--- src/rtl/core/rth_pkg.sv ---
// Package for the 8-bit RGB to HSV converter: payload types, widths and constants.
// No dependencies.
package rth_pkg;

  localparam int CH_W      = 8;
  localparam int QUOT_W    = 8;
  localparam int HUE_SPAN  = 179;
  localparam int HUE_DIV_W = 11;
  localparam int HUE_REM_W = 19;
  localparam int SAT_DIV_W = 8;
  localparam int SAT_REM_W = 16;
  localparam int LATENCY   = QUOT_W + 2;

  typedef struct packed {
    logic [CH_W-1:0] blue_in;
    logic [CH_W-1:0] green_in;
    logic [CH_W-1:0] red_in;
  } pixel_in_t;

  typedef struct packed {
    logic [CH_W-1:0] hue_out;
    logic [CH_W-1:0] sat_out;
    logic [CH_W-1:0] val_out;
  } pixel_out_t;

  typedef struct packed {
    logic                 grey;
    logic [CH_W-1:0]      val;
    logic [HUE_REM_W-1:0] hue_rem;
    logic [HUE_DIV_W-1:0] hue_div;
    logic [QUOT_W-1:0]    hue_q;
    logic [SAT_REM_W-1:0] sat_rem;
    logic [SAT_DIV_W-1:0] sat_div;
    logic [QUOT_W-1:0]    sat_q;
  } div_stage_t;

endpackage

--- src/rtl/core/rth_front.sv ---
// Front stage: max, min, delta, hue sector and the two dividend/divisor pairs.
// Depends on rth_pkg.
module rth_front import rth_pkg::*; (
  input  logic       clk,
  input  logic       rst_n,
  input  logic       in_vld,
  input  pixel_in_t  in_px,
  output logic       out_vld,
  output div_stage_t out_stg
);

  logic [CH_W-1:0]      r, g, b, v, mn, delta;
  logic                 rmax, gmax;
  logic signed [11:0]   r12, g12, b12, d12, num, numw;
  logic [10:0]          n_pos;
  div_stage_t           stg_nxt;
  div_stage_t           stg_r;
  logic                 vld_r;

  always_comb begin
    r     = in_px.red_in;
    g     = in_px.green_in;
    b     = in_px.blue_in;
    v     = (r > g) ? r : g;
    v     = (v > b) ? v : b;
    mn    = (r < g) ? r : g;
    mn    = (mn < b) ? mn : b;
    delta = v - mn;
    rmax  = (r == v);
    gmax  = !rmax && (g == v);
    r12   = signed'({4'b0, r});
    g12   = signed'({4'b0, g});
    b12   = signed'({4'b0, b});
    d12   = signed'({4'b0, delta});
    if (rmax) begin
      num = g12 - b12;
    end else if (gmax) begin
      num = (d12 <<< 1) + b12 - r12;
    end else begin
      num = (d12 <<< 2) + r12 - g12;
    end
    numw  = (num < 0) ? num + (d12 <<< 2) + (d12 <<< 1) : num;
    n_pos = numw[10:0];

    stg_nxt.grey    = (delta == '0);
    stg_nxt.val     = v;
    stg_nxt.hue_rem = HUE_REM_W'(n_pos) * HUE_REM_W'(HUE_SPAN)
                    + HUE_REM_W'({delta, 1'b0}) + HUE_REM_W'(delta);
    stg_nxt.hue_div = HUE_DIV_W'({delta, 2'b0}) + HUE_DIV_W'({delta, 1'b0});
    stg_nxt.hue_q   = '0;
    stg_nxt.sat_rem = {delta, 8'b0} - SAT_REM_W'(delta);
    stg_nxt.sat_div = v;
    stg_nxt.sat_q   = '0;
  end

  always_ff @(posedge clk) begin
    if (!rst_n) begin
      vld_r <= 1'b0;
    end else begin
      vld_r <= in_vld;
    end
  end

  always_ff @(posedge clk) begin
    stg_r <= stg_nxt;
  end

  assign out_vld = vld_r;
  assign out_stg = stg_r;

endmodule

--- src/rtl/core/rth_div_cell.sv ---
// One restoring-division cell: resolves quotient bit SHIFT of hue and saturation.
// Depends on rth_pkg.
module rth_div_cell import rth_pkg::*; #(
  parameter int SHIFT = 0
) (
  input  logic       clk,
  input  logic       rst_n,
  input  logic       in_vld,
  input  div_stage_t in_stg,
  output logic       out_vld,
  output div_stage_t out_stg
);

  logic [HUE_REM_W-1:0] hue_sh;
  logic [SAT_REM_W-1:0] sat_sh;
  div_stage_t           stg_nxt;
  div_stage_t           stg_r;
  logic                 vld_r;

  always_comb begin
    hue_sh  = HUE_REM_W'(in_stg.hue_div) << SHIFT;
    sat_sh  = SAT_REM_W'(in_stg.sat_div) << SHIFT;
    stg_nxt = in_stg;
    if (in_stg.hue_rem >= hue_sh) begin
      stg_nxt.hue_rem      = in_stg.hue_rem - hue_sh;
      stg_nxt.hue_q[SHIFT] = 1'b1;
    end
    if (in_stg.sat_rem >= sat_sh) begin
      stg_nxt.sat_rem      = in_stg.sat_rem - sat_sh;
      stg_nxt.sat_q[SHIFT] = 1'b1;
    end
  end

  always_ff @(posedge clk) begin
    if (!rst_n) begin
      vld_r <= 1'b0;
    end else begin
      vld_r <= in_vld;
    end
  end

  always_ff @(posedge clk) begin
    stg_r <= stg_nxt;
  end

  assign out_vld = vld_r;
  assign out_stg = stg_r;

endmodule

--- src/rtl/core/rgb_to_hsv_8bit_core.sv ---
// Top level of the 8-bit RGB to HSV converter: front stage, division cell row, output register.
// Depends on rth_pkg, rth_front, rth_div_cell.
//
//   channel  ports                      accept condition
//   input    start, busy, in_px         start && !busy
//   result   out_valid, out_px          out_valid (one cycle, no stall)
//
// One pixel per clock; busy is always low.
// Pipeline: front stage, eight division cells (one quotient bit each), output register.
// Synchronous active-low reset clears the valid bits of every stage; payload is not reset.
// The receiver cannot stall; every result is shown for exactly one cycle.
module rgb_to_hsv_8bit_core import rth_pkg::*; (
  input  logic       clk,
  input  logic       rst_n,
  input  logic       start,
  output logic       busy,
  input  pixel_in_t  in_px,
  output logic       out_valid,
  output pixel_out_t out_px
);

  logic       vld [0:QUOT_W];
  div_stage_t stg [0:QUOT_W];
  logic       out_valid_r;
  pixel_out_t out_px_r, out_px_nxt;

  assign busy = 1'b0;

  rth_front u_front (
    .clk     (clk),
    .rst_n   (rst_n),
    .in_vld  (start),
    .in_px   (in_px),
    .out_vld (vld[0]),
    .out_stg (stg[0])
  );

  for (genvar i = 0; i < QUOT_W; i++) begin : g_cell
    rth_div_cell #(.SHIFT(QUOT_W - 1 - i)) u_cell (
      .clk     (clk),
      .rst_n   (rst_n),
      .in_vld  (vld[i]),
      .in_stg  (stg[i]),
      .out_vld (vld[i+1]),
      .out_stg (stg[i+1])
    );
  end

  always_comb begin
    out_px_nxt.val_out = stg[QUOT_W].val;
    out_px_nxt.hue_out = stg[QUOT_W].grey ? '0 : stg[QUOT_W].hue_q;
    out_px_nxt.sat_out = stg[QUOT_W].grey ? '0 : stg[QUOT_W].sat_q;
  end

  always_ff @(posedge clk) begin
    if (!rst_n) begin
      out_valid_r <= 1'b0;
    end else begin
      out_valid_r <= vld[QUOT_W];
    end
  end

  always_ff @(posedge clk) begin
    out_px_r <= out_px_nxt;
  end

  assign out_valid = out_valid_r;
  assign out_px    = out_px_r;

endmodule

--- config.mk ---
export PLATFORM = sky130hd
export DESIGN_NAME = rgb_to_hsv_8bit_core
export DESIGN_NICKNAME = d
export VERILOG_FILES = /design/src/rtl/core/rth_pkg.sv /design/src/rtl/core/rth_front.sv /design/src/rtl/core/rth_div_cell.sv /design/src/rtl/core/rgb_to_hsv_8bit_core.sv
export SDC_FILE = /design/constraint.sdc
export NUM_CORES = 1
export LEC_CHECK = 0
export BUFFER_PORTS_ARGS = -buffer_cell sky130_fd_sc_hd__buf_2
export CORE_AREA = 8 8 198 247
export DETAILED_ROUTE_END_ITERATION = 16
export DIE_AREA = 0 0 206 255
export MAX_ROUTING_LAYER = met4
export PLACE_DENSITY = 0.75
export RECOVER_POWER = 50
export SYNTH_ARGS = -nofsm -noshare
export SYNTH_HDL_FRONTEND = slang
export SYNTH_SLANG_ARGS = --single-unit
--- constraint.sdc ---
create_clock -name clk -period 28.2 [get_ports clk]
set_input_delay 5.64 -clock clk [delete_from_list [all_inputs] [get_ports clk]]
set_output_delay 5.64 -clock clk [all_outputs]
set_load 0.005 [all_outputs]
==> out/summary.txt <==
====================================================================================
H-tree level count ....................................................            2
Clock root buffer .....................................................    clkbuf_16
Cell with the most instances after synthesis ..........................      dfxtp_1
Post-Place Cells ......................................................         3346
Average wire length per cell after detail routing .....................     15.39 um
Count of inserted antenna diode cells .................................            0
Final clock skew ......................................................   0.01375 ns
Kind of start point of the critical path ..............................    input pin
Share of the yosys chip area belonging to registers ...................       40.64%
Via count of the first global-routing pass ............................        18880
Register bit total from synthesis .....................................          532
Average cell area after synthesis .....................................   9.527 um^2
Layout Area Growth over Synthesis .....................................       9.328%
WL met3 ...............................................................     1.399 mm
FILL cells ............................................................         3618
Quantity of I/O buffers inserted on ports .............................           51
Initial detailed-routing violation count ..............................          790
Top FF cell, synth ....................................................      dfxtp_1
Weighted congestion at the end of routability-driven global placement .       0.9345
Synth warnings ........................................................            0
Cell area after layout ................................................ 0.02865 mm^2
Final Cycle Share .....................................................       66.61%
Clock tree from TritonCTS .............................................        built
Tightest slew margin relative to the limit ............................       27.24%
Number of clock buffers inserted by TritonCTS .........................           46
Summed negative setup slack over all endpoints ........................         0 ns
Number of different library cells in the post-synthesis netlist .......           77
Share of layout cells above drive strength 1 ..........................       5.963%
Die area .............................................................. 0.05253 mm^2
Pin slew with the least headroom to its limit .........................     1.077 ns
Router iterations before antenna repair ...............................            5
Worst Hold Class ...................................................... flop to flop
Standard cell core area ............................................... 0.04485 mm^2
Antenna violations before repair ......................................            0
Run status ............................................................ finished clean
Number of hold buffers added after cts ................................            0
Nets ..................................................................         3214
Synth Net Count .......................................................         3149
TritonCTS sink count ..................................................          532
Remaining design rule violation count .................................            0
Type of the worst setup path .......................................... input pin to flop
Die extent in x .......................................................       206 um
Number of core rows ...................................................           87
Area post-placement ................................................... 0.02708 mm^2
Portion of synthesized cell area occupied by the leading cell type ....       40.64%
Dominant cells by area after synthesis ................................ dfxtp_1 (41%), ha_1 (15%), fa_1 (4.8%), inv_1 (4.8%), xnor2_1 (4.7%)
Number of pins with negative max-slew slack in the final report .......            0
Final setup vio count .................................................            0
Critical path fanouts, max ............................................           18
Antenna-violating nets left ...........................................            0
Unrepaired setup endpoints after global routing .......................        false
Final critical path time including I/O delays and setup ...............     18.78 ns
Top post-synthesis cells by count ..................................... dfxtp_1 (532), inv_1 (332), ha_1 (308)
Number of standard cells in the layout, taps in and fillers out .......         3429
Top sig layer .........................................................         met4
Cell type with the highest aggregate area in the netlist ..............      dfxtp_1
Hold violation total from the final report ............................            0
Mapped cell area ...................................................... 0.02621 mm^2
Timing-limited maximum frequency ......................................  0.05324 GHz
Initial Util ..........................................................       58.44%
Peak per-stage delay on the critical path .............................      0.55 ns
Number of buffers inserted by post-CTS setup repair ...................            0
Vias per Instance .....................................................        5.353
Met1 Wirelength .......................................................     19.91 mm
Number of max-cap violations ..........................................            0
DR vias ...............................................................        18360
Number of enable flip-flop cells after synthesis ......................            0
Overall Global Routing Usage ..........................................       20.71%
Detail Route met2 WL ..................................................     28.90 mm
Y dimension of the die ................................................       255 um
Element type at the critical path end .................................         flop
Worst path required time ..............................................     28.66 ns
Total Wirelength ......................................................     52.77 mm
Slowest cell on the critical path .....................................         fa_1
Largest net degree at the start of global routing .....................           26
Arrival time at the worst endpoint ....................................     19.24 ns
Congestion Overflow GR ................................................            0
Register clock-pin slew on the reported worst setup and hold paths ....      0.06 ns
Post-cts gate resize count ............................................            0
Maximum buffer depth of the clock tree ................................            3
Wire length of the first global-routing pass ..........................     86.81 mm
Post-synth ARST share .................................................           0%
Detailed placement HPWL ...............................................     41.92 mm
Clock latency reported for the late side of the worst-skew pair .......      0.55 ns
Boundary pin count ....................................................           53
Cell count after synthesis ............................................         2751
====================================================================================
[metrics by stage]
stage          util [%]  hold slack [ns]  setup WS [ns]
4_1_cts           63.89           0.3145          9.514
2_1_floorplan         -           0.3096          10.38
3_5_place_dp      60.37           0.3121          8.961
3_3_place_gp      60.37           0.3102          9.299
6_report          63.89           0.3145          9.416
5_1_grt           63.89           0.3234          8.409
[area by class of cell]
cell class                      count  area [um^2]  share of cell area (%)
Clock buffer                       58         1257                   4.388
Clock inverter                     25        320.3                   1.118
Inverter                          336         1261                   4.402
Multi-Input combinational cell   1841        14130                   49.30
Sequential cell                   532        10650                   37.17
Tap cell                          578        723.2                   2.524
Timing Repair Buffer               59        315.3                   1.100
[layout by cell type (no fill, tap or decap), types with 9 or more instances in the layout]
cell | netlist | final
dfxtp_1 | 532 | 532
inv_1 | 332 | 332
ha_1 | 308 | 308
a21oi_1 | 214 | 214
nor2_1 | 203 | 203
xnor2_1 | 141 | 141
nand2_1 | 132 | 132
o21ai_0 | 125 | 124
a21o_1 | 84 | 84
xor2_1 | 76 | 76
nor2b_1 | 65 | 65
fa_1 | 63 | 63
buf_2 | 1 | 51
nand2b_1 | 50 | 50
clkbuf_16 | 0 | 47
nand3_1 | 35 | 35
nand4_1 | 32 | 32
nor3_1 | 31 | 31
nor4_1 | 27 | 27
a21boi_0 | 23 | 23
o21a_1 | 17 | 17
and2_1 | 17 | 17
o21bai_1 | 17 | 17
o21ai_1 | 15 | 16
mux2_2 | 16 | 16
nand4b_1 | 11 | 11
a211oi_1 | 10 | 10
o211ai_1 | 9 | 9
[flip-flops by register name, summed over array words and instances, names as in the netlist]
| register | cells |
|---|---|
| g_cell.u_cell.out_stg | 446 |
| g_cell.u_cell.out_vld | 8 |
| out_px | 24 |
| out_valid | 1 |
| u_front.out_stg | 52 |
| u_front.out_vld | 1 |
[worst max-delay path: cells and delay by family]
family	cells	cell delay, ns
AO/OA/AOI/OAI	20	3.80
multiplexers	1	0.32
adder cells (fa/ha/maj)	15	5.64
AND/OR/NAND/NOR	10	2.02
buffers and inverters	9	1.10
XOR/XNOR	4	0.70
[path summary, 6_finish.rpt]
path / startpoint / to / slack [ns] / depth (start not counted)
worst max-delay path: in_px[0] / u_front.out_stg[69] / 9.42 / 59
worst min-delay path: g_cell[1].u_cell.out_stg[38] / g_cell[2].u_cell.out_stg[38] / 0.31 / 0
worst max register to register: g_cell[5].u_cell.out_stg[42] / g_cell[6].u_cell.out_stg[62] / 24.27 / 13
worst min register to register: g_cell[1].u_cell.out_stg[38] / g_cell[2].u_cell.out_stg[38] / 0.31 / 0
[routing by layer]
metal / track usage (%) / vias up
li1: - / 9413
met1: 19.38 / 8505
met2: 41.18 / 302
met3: 1.963 / 137
met4: 10.03 / 0
met5: - / -
[kinds of logic after synthesis]
kind of cell / count (synthesis) / share of synthesized area [%]
buffers and inverters: 378 / 5.490
xor gates and xnor gates: 218 / 7.314
DFF: 532 / 40.64
muxes: 26 / 1.131
AOI/OAI and AO/OA: 575 / 13.40
and+or+nand+nor: 650 / 12.50
adders and majority gates: 371 / 19.52
other: 1 / 0.01431
Power is not shown: default switching activity piles up to over one toggle a cycle in this logic, so the estimate is an artifact.
